[src/sv/sha1_byte_stream_hasher_macros.svh]
// ----------------------------------------------------------------------------
// SHA-1 hasher assertion macros
// Shared assertion forms for the hasher top level.
// ----------------------------------------------------------------------------
`ifndef SHA1_BYTE_STREAM_HASHER_MACROS_SVH
`define SHA1_BYTE_STREAM_HASHER_MACROS_SVH

// implication checked every clock outside reset
`define SHA_ASSERT_IMPL(label, clk, rst_n, ante, cons, msg) \
    label: assert property (@(posedge clk) disable iff (!rst_n) (ante) |-> (cons)) \
        else $error(msg);

// next-cycle implication
`define SHA_ASSERT_NEXT(label, clk, rst_n, ante, cons, msg) \
    label: assert property (@(posedge clk) disable iff (!rst_n) (ante) |=> (cons)) \
        else $error(msg);

`endif

[src/sv/sha1_pkg.sv]
// ----------------------------------------------------------------------------
// SHA-1 package
// Commands, initial values and round helpers.
// ----------------------------------------------------------------------------
`default_nettype none
package sha1_pkg;
    localparam logic [1:0] CMD_ABSORB  = 2'd0;
    localparam logic [1:0] CMD_DIGEST  = 2'd1;
    localparam logic [1:0] CMD_RESTART = 2'd2;

    localparam logic [31:0] H0_INIT = 32'h67452301;
    localparam logic [31:0] H1_INIT = 32'hEFCDAB89;
    localparam logic [31:0] H2_INIT = 32'h98BADCFE;
    localparam logic [31:0] H3_INIT = 32'h10325476;
    localparam logic [31:0] H4_INIT = 32'hC3D2E1F0;

    localparam int unsigned BLOCK_BYTES = 64;
    localparam int unsigned LEN_POS     = 56;   // 448 bits

    function automatic logic [31:0] round_k(input logic [6:0] r);
        logic [31:0] k;
        if (r < 7'd20)      k = 32'h5A827999;
        else if (r < 7'd40) k = 32'h6ED9EBA1;
        else if (r < 7'd60) k = 32'h8F1BBCDC;
        else                k = 32'hCA62C1D6;
        return k;
    endfunction

    function automatic logic [31:0] round_f(input logic [6:0] r, input logic [31:0] b,
                                            input logic [31:0] c, input logic [31:0] d);
        logic [31:0] f;
        if (r < 7'd20)                    f = (b & c) | (~b & d);
        else if (r >= 7'd40 && r < 7'd60) f = (b & c) | (b & d) | (c & d);
        else                              f = b ^ c ^ d;
        return f;
    endfunction
endpackage
`default_nettype wire

[src/sv/sha1_byte_stream_hasher.sv]
// ----------------------------------------------------------------------------
// SHA-1 byte-stream hasher
// Absorbs message bytes, compresses full blocks, emits padded digests.
// ----------------------------------------------------------------------------
// Channel | Direction | Payload
// in      | sink      | cmd, data_byte
// out     | source    | digest_word, word_index, last_word
//
// Absorb, restart, unused code: taken straight from idle; a byte that fills the block
// starts a compression (accept, load, rounds, fold through the one round unit).
// Digest: accept, byte-wide copy/pad, one compression, then five words; with 56
// or more bytes buffered, a second pad block and compression come first.
// Reset clears control and chaining state, not the byte buffers.
// Not ready while busy; an output stall holds the word and adds cycles.
`default_nettype none
module sha1_byte_stream_hasher
    import sha1_pkg::*;
(
    input  wire logic        clk,
    input  wire logic        rst_n,
    input  wire logic        in_valid,
    output logic             in_ready,
    input  wire logic [1:0]  cmd,
    input  wire logic [7:0]  data_byte,
    output logic             out_valid,
    input  wire logic        out_ready,
    output logic [31:0]      digest_word,
    output logic [2:0]       word_index,
    output logic             last_word
);
`include "sha1_byte_stream_hasher_macros.svh"

    typedef enum logic [3:0] {
        S_IDLE, S_PAD_COPY, S_PAD_FILL, S_LOAD, S_ROUND, S_FOLD, S_EMIT
    } state_t;

    state_t       state_reg;
    logic [31:0]  h_reg [5];      // running chaining value
    logic [31:0]  t_reg [5];      // digest working chain
    logic [63:0]  bit_count_reg;
    logic [5:0]   fill_reg;
    logic [31:0]  buf_mem [16];   // message bytes, big-endian within a word
    logic [31:0]  pad_mem [16];   // padded copy for digests
    logic [31:0]  w_reg [16];
    logic [31:0]  a_reg, b_reg, c_reg, d_reg, e_reg;
    logic [6:0]   rnd_reg;
    logic         dig_reg;        // compressing for a digest
    logic         second_reg;     // a second pad block follows
    logic [6:0]   pos_reg;
    logic [2:0]   oidx_reg;
    logic [3:0]   ld_idx;
    logic [4:0]   fill_lane, pos_lane;
    logic [31:0]  wnew, tmp, wcur;

    assign ld_idx    = rnd_reg[3:0];
    // byte 0 of a word sits in bits 31:24
    assign fill_lane = {~fill_reg[1:0], 3'd0};
    assign pos_lane  = {~pos_reg[1:0], 3'd0};

    assign wnew = {w_reg[13] ^ w_reg[8] ^ w_reg[2] ^ w_reg[0]} << 1
                | {31'd0, w_reg[13][31] ^ w_reg[8][31] ^ w_reg[2][31] ^ w_reg[0][31]};
    assign wcur = (rnd_reg < 7'd16) ? w_reg[0] : wnew;
    assign tmp  = {a_reg[26:0], a_reg[31:27]} + round_f(rnd_reg, b_reg, c_reg, d_reg)
                + e_reg + round_k(rnd_reg) + wcur;

    assign in_ready    = (state_reg == S_IDLE);
    assign out_valid   = (state_reg == S_EMIT);
    assign digest_word = t_reg[oidx_reg];
    assign word_index  = oidx_reg;
    assign last_word   = (oidx_reg == 3'd4);

    // byte memories
    always_ff @(posedge clk)
    begin
        if (state_reg == S_IDLE && in_valid && cmd == CMD_ABSORB)
            buf_mem[fill_reg[5:2]][fill_lane +: 8] <= data_byte;
        if (state_reg == S_PAD_COPY)
            pad_mem[pos_reg[5:2]] <= buf_mem[pos_reg[5:2]];
        if (state_reg == S_PAD_FILL)
        begin
            if (pos_reg[5:0] == fill_reg && !second_reg)
                pad_mem[pos_reg[5:2]][pos_lane +: 8] <= 8'h80;
            else if (pos_reg >= 7'(LEN_POS) && !(fill_reg >= 6'd56 && !second_reg))
                pad_mem[pos_reg[5:2]][pos_lane +: 8]
                    <= bit_count_reg[8'd63 - {pos_reg[2:0], 3'd0} -: 8];
            else
                pad_mem[pos_reg[5:2]][pos_lane +: 8] <= 8'h00;
        end
    end

    always_ff @(posedge clk or negedge rst_n)
    begin
        if (!rst_n)
        begin
            state_reg     <= S_IDLE;
            h_reg[0] <= H0_INIT; h_reg[1] <= H1_INIT; h_reg[2] <= H2_INIT;
            h_reg[3] <= H3_INIT; h_reg[4] <= H4_INIT;
            bit_count_reg <= '0;
            fill_reg      <= '0;
            rnd_reg       <= '0;
            dig_reg       <= 1'b0;
            second_reg    <= 1'b0;
            pos_reg       <= '0;
            oidx_reg      <= '0;
        end
        else
        begin
            unique case (state_reg)
                S_IDLE:
                    if (in_valid)
                    begin
                        unique case (cmd)
                            CMD_ABSORB:
                            begin
                                bit_count_reg <= bit_count_reg + 64'd8;
                                fill_reg      <= fill_reg + 6'd1;
                                if (fill_reg == 6'd63)
                                begin
                                    dig_reg <= 1'b0;
                                    rnd_reg <= '0;
                                    for (int i = 0; i < 5; i++) t_reg[i] <= h_reg[i];
                                    state_reg <= S_LOAD;
                                end
                            end
                            CMD_DIGEST:
                            begin
                                for (int i = 0; i < 5; i++) t_reg[i] <= h_reg[i];
                                pos_reg    <= '0;
                                second_reg <= 1'b0;
                                dig_reg    <= 1'b1;
                                state_reg  <= S_PAD_COPY;
                            end
                            CMD_RESTART:
                            begin
                                h_reg[0] <= H0_INIT; h_reg[1] <= H1_INIT;
                                h_reg[2] <= H2_INIT; h_reg[3] <= H3_INIT;
                                h_reg[4] <= H4_INIT;
                                bit_count_reg <= '0;
                                fill_reg      <= '0;
                            end
                            default: ;
                        endcase
                    end
                S_PAD_COPY:
                    if (pos_reg[5:0] == fill_reg)
                        state_reg <= S_PAD_FILL;
                    else
                        pos_reg <= pos_reg + 7'd1;
                S_PAD_FILL:
                    if (pos_reg == 7'd63)
                    begin
                        rnd_reg   <= '0;
                        state_reg <= S_LOAD;
                    end
                    else
                        pos_reg <= pos_reg + 7'd1;
                S_LOAD:
                begin
                    for (int i = 0; i < 15; i++) w_reg[i] <= w_reg[i + 1];
                    w_reg[15] <= dig_reg ? pad_mem[ld_idx] : buf_mem[ld_idx];
                    if (rnd_reg == 7'd15)
                    begin
                        rnd_reg <= '0;
                        a_reg <= t_reg[0]; b_reg <= t_reg[1]; c_reg <= t_reg[2];
                        d_reg <= t_reg[3]; e_reg <= t_reg[4];
                        state_reg <= S_ROUND;
                    end
                    else
                        rnd_reg <= rnd_reg + 7'd1;
                end
                S_ROUND:
                begin
                    for (int i = 0; i < 15; i++) w_reg[i] <= w_reg[i + 1];
                    w_reg[15] <= wcur;
                    a_reg <= tmp; b_reg <= a_reg;
                    c_reg <= {b_reg[1:0], b_reg[31:2]};
                    d_reg <= c_reg; e_reg <= d_reg;
                    if (rnd_reg == 7'd79) state_reg <= S_FOLD;
                    rnd_reg <= rnd_reg + 7'd1;
                end
                S_FOLD:
                begin
                    t_reg[0] <= t_reg[0] + a_reg; t_reg[1] <= t_reg[1] + b_reg;
                    t_reg[2] <= t_reg[2] + c_reg; t_reg[3] <= t_reg[3] + d_reg;
                    t_reg[4] <= t_reg[4] + e_reg;
                    rnd_reg <= '0;
                    if (!dig_reg)
                    begin
                        h_reg[0] <= t_reg[0] + a_reg; h_reg[1] <= t_reg[1] + b_reg;
                        h_reg[2] <= t_reg[2] + c_reg; h_reg[3] <= t_reg[3] + d_reg;
                        h_reg[4] <= t_reg[4] + e_reg;
                        state_reg <= S_IDLE;
                    end
                    else if (fill_reg >= 6'd56 && !second_reg)
                    begin
                        second_reg <= 1'b1;
                        pos_reg    <= '0;
                        state_reg  <= S_PAD_FILL;
                    end
                    else
                    begin
                        oidx_reg  <= '0;
                        state_reg <= S_EMIT;
                    end
                end
                S_EMIT:
                    if (out_ready)
                    begin
                        oidx_reg <= oidx_reg + 3'd1;
                        if (oidx_reg == 3'd4) state_reg <= S_IDLE;
                    end
                default: state_reg <= S_IDLE;
            endcase
        end
    end

    `SHA_ASSERT_IMPL(a_emit_idx, clk, rst_n, out_valid, oidx_reg <= 3'd4,
        "word index out of range")
    `SHA_ASSERT_NEXT(a_last_done, clk, rst_n, out_valid && out_ready && last_word,
        in_ready, "not idle after last word")
    `SHA_ASSERT_IMPL(a_busy, clk, rst_n, out_valid, !in_ready,
        "ready while emitting")
endmodule
`default_nettype wire

[config.mk]
export PLATFORM = sky130hd
export DESIGN_NAME = sha1_byte_stream_hasher
export DESIGN_NICKNAME = d
export VERILOG_FILES = /design/src/sv/sha1_pkg.sv /design/src/sv/sha1_byte_stream_hasher.sv
export VERILOG_INCLUDE_DIRS = /design/src /design/src/sv
export SDC_FILE = /design/constraint.sdc
export NUM_CORES = 2
export LEC_CHECK = 0
export ABC_AREA = 0
export BUFFER_PORTS_ARGS = -buffer_cell sky130_fd_sc_hd__buf_2
export CAP_MARGIN = 20
export CORE_MARGIN = 10
export CORE_UTILIZATION = 40
export DETAILED_ROUTE_END_ITERATION = 12
export SYNTH_ARGS = -nofsm -noshare
export SYNTH_HDL_FRONTEND = slang
export SYNTH_SLANG_ARGS = --single-unit
[constraint.sdc]
create_clock -name clk -period 53.2 [get_ports clk]
set_input_delay 7.98 -clock clk [delete_from_list [all_inputs] [get_ports clk]]
set_output_delay 7.98 -clock clk [all_outputs]
set_load 0.01 [all_outputs]
# == After elaboration in Yosys (flattened, before gate mapping) ==
# Memories as Yosys holds them, arrays and structs flattened.
# Index checks and enable logic that the tools add are counted.
# totals
reg_bits,413
latch_bits,0
mem_bits_rw,1696
mem_bits_ro,0
input_bits,14
output_inout_bits,38
elab_cells,470
n_memories,4
# op_classes
addsub,17
multipliers,0
n_div,0
magnitude_cmp,7
eq_ne,34
shifts,7
n_mux,211
n_bitwise,141
reduce_logical,31
# mem_list
name,depth,word_bits,read_ports,rd_clocked_by_memory_dff,write_ports,line_no,rtl
buf_mem,16,32,2,0,1,sha1_byte_stream_hasher.sv:42,logic [31:0] buf_mem [16];
pad_mem,16,32,1,0,1,sha1_byte_stream_hasher.sv:43,logic [31:0] pad_mem [16];
w_reg,16,32,16,0,16,sha1_byte_stream_hasher.sv:44,logic [31:0] w_reg [16];
t_reg,5,32,6,0,5,sha1_byte_stream_hasher.sv:39,logic [31:0] t_reg [5];
# op_table
operator,count
$mux 32,41
$mux 160,3
$pmux 160 s2,1
$pmux 32 s2,5
$add 32x32->32,9
$and 32x32->32,4
$pmux 64 s2,1
$mux 1,127
$or 1x1->1,122
$or 32x32->32,3
$xor 31x31->31,3
$mux 7,11
$shiftx 71x9->8,1
$add 64x4->64 const B,1
$shift 8x7->32 const A,2
$shiftx 8x7->32,2
$shiftx 8x7->32 const A,2
$xor 32x32->32,2
$pmux 7 s5,1
$mux 4,8
$not 32->32,1
$or 32x1->32,1
$mux 31,1
$pmux 4 s7,1
44 further kinds,95

# == Logic depth before layout (Yosys ltp) ==
# logic_depth
word_depth,10
ltp_mapped,25
ltp_nobuf,23

# == Least setup slack after synthesis ==
# No wires, ideal clock.
# synth_timing
kind,input-to-reg
from,in rst_n
to,reg a_reg[0] (enable)
setup_ns,0.922
arrival_ns,31.618
required_ns,52.278
slack_ns,20.660
stages,2
path_buffers,0
path_cell_list,and2_1 > a21boi_0
# synth_via
elab_chain_len,1
# synth_rtl
element,line_no,rtl
start: declaration,sha1_byte_stream_hasher.sv:20,"input wire logic rst_n,"
$reduce_and 3->1 (no source line),--,
end signal: assignment,sha1_byte_stream_hasher.sv:164,a_reg <= t_reg[0]; b_reg <= t_reg[1]; c_reg <= t_reg[2];
end signal: assignment,sha1_byte_stream_hasher.sv:175,a_reg <= tmp; b_reg <= a_reg;
end: declaration,sha1_byte_stream_hasher.sv:45,"logic [31:0] a_reg, b_reg, c_reg, d_reg, e_reg;"
# No other way between the ends.
# A chain may end at the register's enable or synchronous reset.

==> metrics.md <==
| Metric | Value |
|---|---|
| Wire per inst | 25.8 um |
| Mean Syn Cell Area | 14.8 sq um |
| Final Power | 5.57 mW |
| Status | complete, no violations |
| Peak Freq | 84.6 MHz |
| Pin count of the biggest net entering global routing | 229 |
| Crit path time final | 11.83 ns |
| Final worst path period share | 22.2% |
| Die height | 517 um |
| Critical Path Fanout Max | 80 |
| H-tree levels | 4 |
| Crit-path cells | buf_8, and2_4, buf_4, buf_4, buf_16, buf_4, buf_4 |
| Vias in the first global route | 57.7k |
| CP Launch Type | input port |
| PostCTS Resize Cnt | 0 |
| Antenna violations before repair | 14 |
| Crit Path Class | input port to flip-flop |
| Critical Path Start | rst_n |
| Synth area leaders | edfxtp_1 (56%), mux4_2 (12%), dfrtp_1 (4.3%), nand2_1 (2.9%), ha_1 (2.6%) |
| Worst Reg-to-Reg Cells | 25 |
| Row cnt | 182 |
| # Post-CTS Setup Buffers | 0 |
| Slew Viols, Final | 0 |
| Power per Cell Area | 50.6 mW/mm^2 |
| Cell taking the most area after synthesis | edfxtp_1 |
| IO Pins | 52 |
| Mux contribution to synthesized area | 12.9% |
| Req. time, crit path | 53.70 ns |
| Cell with the most instances after synthesis | edfxtp_1 |
| Die width | 517 um |
| Main synth FF type | edfxtp_1 |
| CTS clk-pin slew, worst paths | 0.06 ns |
| Post-Layout Cell Count | 10.2k |
| Worst Max-Slew Pin Slew | 1.48 ns |
| WP depth | 7 |
| Synth top cells by count | edfxtp_1 (1,856), nand2_1 (773), mux4_2 (525) |
| Skew final | 0.0646 ns |
| Post-synth ARST share | 11.8% |
| Total grt overflow | 0 |
| Critical path's top delay family | buffers and inverters |
| Post-DP Area | 0.103 sq mm |
| Worst R2R Start | rnd_reg[2] |
| Cell mode on critical path | buf_4 |
| Lkg Pwr | 38.0 nW |
| Clock buffer depth | 3 |
| Smallest hold slack | 0.399 ns |
| Synth Register Bits | 2,105 |
| Relative slew slack | 1.57% |
| Number of routed nets with antenna violations | 0 |
| Crit-path max cell delay | 0.86 ns |
| GRT Util Overall | 19.2% |
| Post-Syn Area | 0.0988 sq mm |
| Synth cell types | 76 |
| Fraction of layout cells with a size suffix above 1 | 17.3% |
| Mapped Cells | 6,695 |
| First-pass GRT wire length | 385,000 um |
| DRC Markers | 0 |
| Compound-Gate Fraction of Synth Area | 7.00% |
| First-pass DRT Iterations | 6 |
| TritonCTS clock tree | done |
| RSZ-0062 raised after global routing | no |
| Final setup fails | 0 |
| Clk_lat worst skew | 0.89 ns |
| 1st-iter DRT viols | 6,242 |
| Max-cap violations | 0 |
| Final nets | 7,094 |
| Post-synth EDFFs | 1,856 |
| Reg2reg end | a_reg[31] |
| Clock sink count | 2,105 |
| Post-Synth Simple-Gate Area | 6.94% |
| GP Congestion | 0.871 |
| Xor/xnor share of the synthesized area | 2.98% |
| Sequential share of the synthesized area | 62.8% |
| Final WL | 262,000 um |
| Initial Utilization | 40.2% |
| PortBufs | 51 |
| Post-DP HPWL | 174,000 um |
| Fin area | 0.110 sq mm |
| Kind of end point of the critical path | flip-flop |
| Core area | 0.246 sq mm |
| Highest-delay cell along the critical path | buf_4 |
| CTS root buf | clkbuf_16 |
| Area Growth Syn to Fin | 11.5% |
| Setup_tns | 0 ns |
| Flop-to-flop setup slack | 45.88 ns |
| Worst vdd ir | 45.7 uV |
| Ys Warns | 0 |
| Die area | 0.267 sq mm |
| Synth top area share | 56.4% |
| Placed Cells | 9,738 |
| CP arrival | 12.33 ns |
| Critical Path Sink | w_reg[1][161] |
| CTS buffer count | 213 |
| Post-Syn Nets | 7,043 |
| Final Hold Fails | 0 |
| DR vias | 58.1k |
| Hold/Removal Path Class | flip-flop to flip-flop |
| Post-synthesis adder-cell area fraction | 5.18% |
| Drt via density | 5.72 |
| Largest family of logic cells by synthesized area | multiplexers |
| WP buf/inv | 6 |
| Hold Buf Count CTS | 0 |
==> routing by layer <==
metal / global-route usage [%] / part of all wire [%] / up-vias
li1: - / - / 25600
met1: 26.9 / 42 / 29900
met2: 30.6 / 47 / 2172
met3: 3.39 / 7.3 / 429
met4: 6.22 / 3.6 / 8
met5: 0 / 0.016 / -
==> how the worst min path moves through the flow <==
stage                  start             to  cells after the start
6_report       w_reg[1][159]  w_reg[1][127]                      0
5_1_grt        w_reg[1][159]  w_reg[1][127]                      0
4_1_cts        w_reg[1][227]  w_reg[1][195]                      0
3_5_place_dp   w_reg[0][154]  w_reg[0][122]                      0
3_3_place_gp   w_reg[1][211]  w_reg[1][179]                      0
2_1_floorplan   w_reg[0][32]    w_reg[0][0]                      0
==> layout make-up <==
cell class / count / area, sq um
fill: 21500 / 136000
antenna: 6 / 15.0
clock buffer: 267 / 5640
multi-input combinational: 4015 / 34700
inverter: 253 / 950
timing repair buffer: 158 / 1180
clock inverter: 138 / 1560
sequential: 2105 / 62100
tap: 3220 / 4030
==> power breakdown <==
group / switching [mW] / leakage (nW) / internal [mW]
clock network: 0.673 / 3.49 / 0.863
registers: 0.126 / 19.8 / 2.12
logic: 1.05 / 14.7 / 0.730
total: 1.85 / 38.0 / 3.72
==> through the flow <==
step | util, % | setup WS [ns]
floorplan | - | 20.66
global placement | 41.8 | 40.31
detailed placement | 41.8 | 40.10
CTS | 44.7 | 41.08
global route | 44.8 | 41.02
finish | 44.8 | 41.37
==> cell usage in the layout (no fill, tap or decap), types with 56 or more instances in the layout <==
cell type and instances:
inv_1 252, mux4_2 525, fa_1 125, buf_4 95
nor2b_1 63, ha_1 209, edfxtp_1 1856, clkbuf_16 213
a21oi_1 266, xor2_1 136, xnor2_1 200, o21ai_0 494
nand3_1 86, nor3_1 58, nor2_1 367, dfstp_2 80
dfrtp_1 157, o22ai_1 56, a21o_1 77, nand2_1 772
==> cells by family after synthesis <==
group	Yosys count
AO/OA/AOI/OAI	1163
XOR/XNOR	336
adder cells (fa/ha/maj)	334
buffers and inverters	575
flip-flops	2105
multiplexers	613
AND/OR/NAND/NOR	1569
Note: power is estimated with default switching activity, not from simulation.
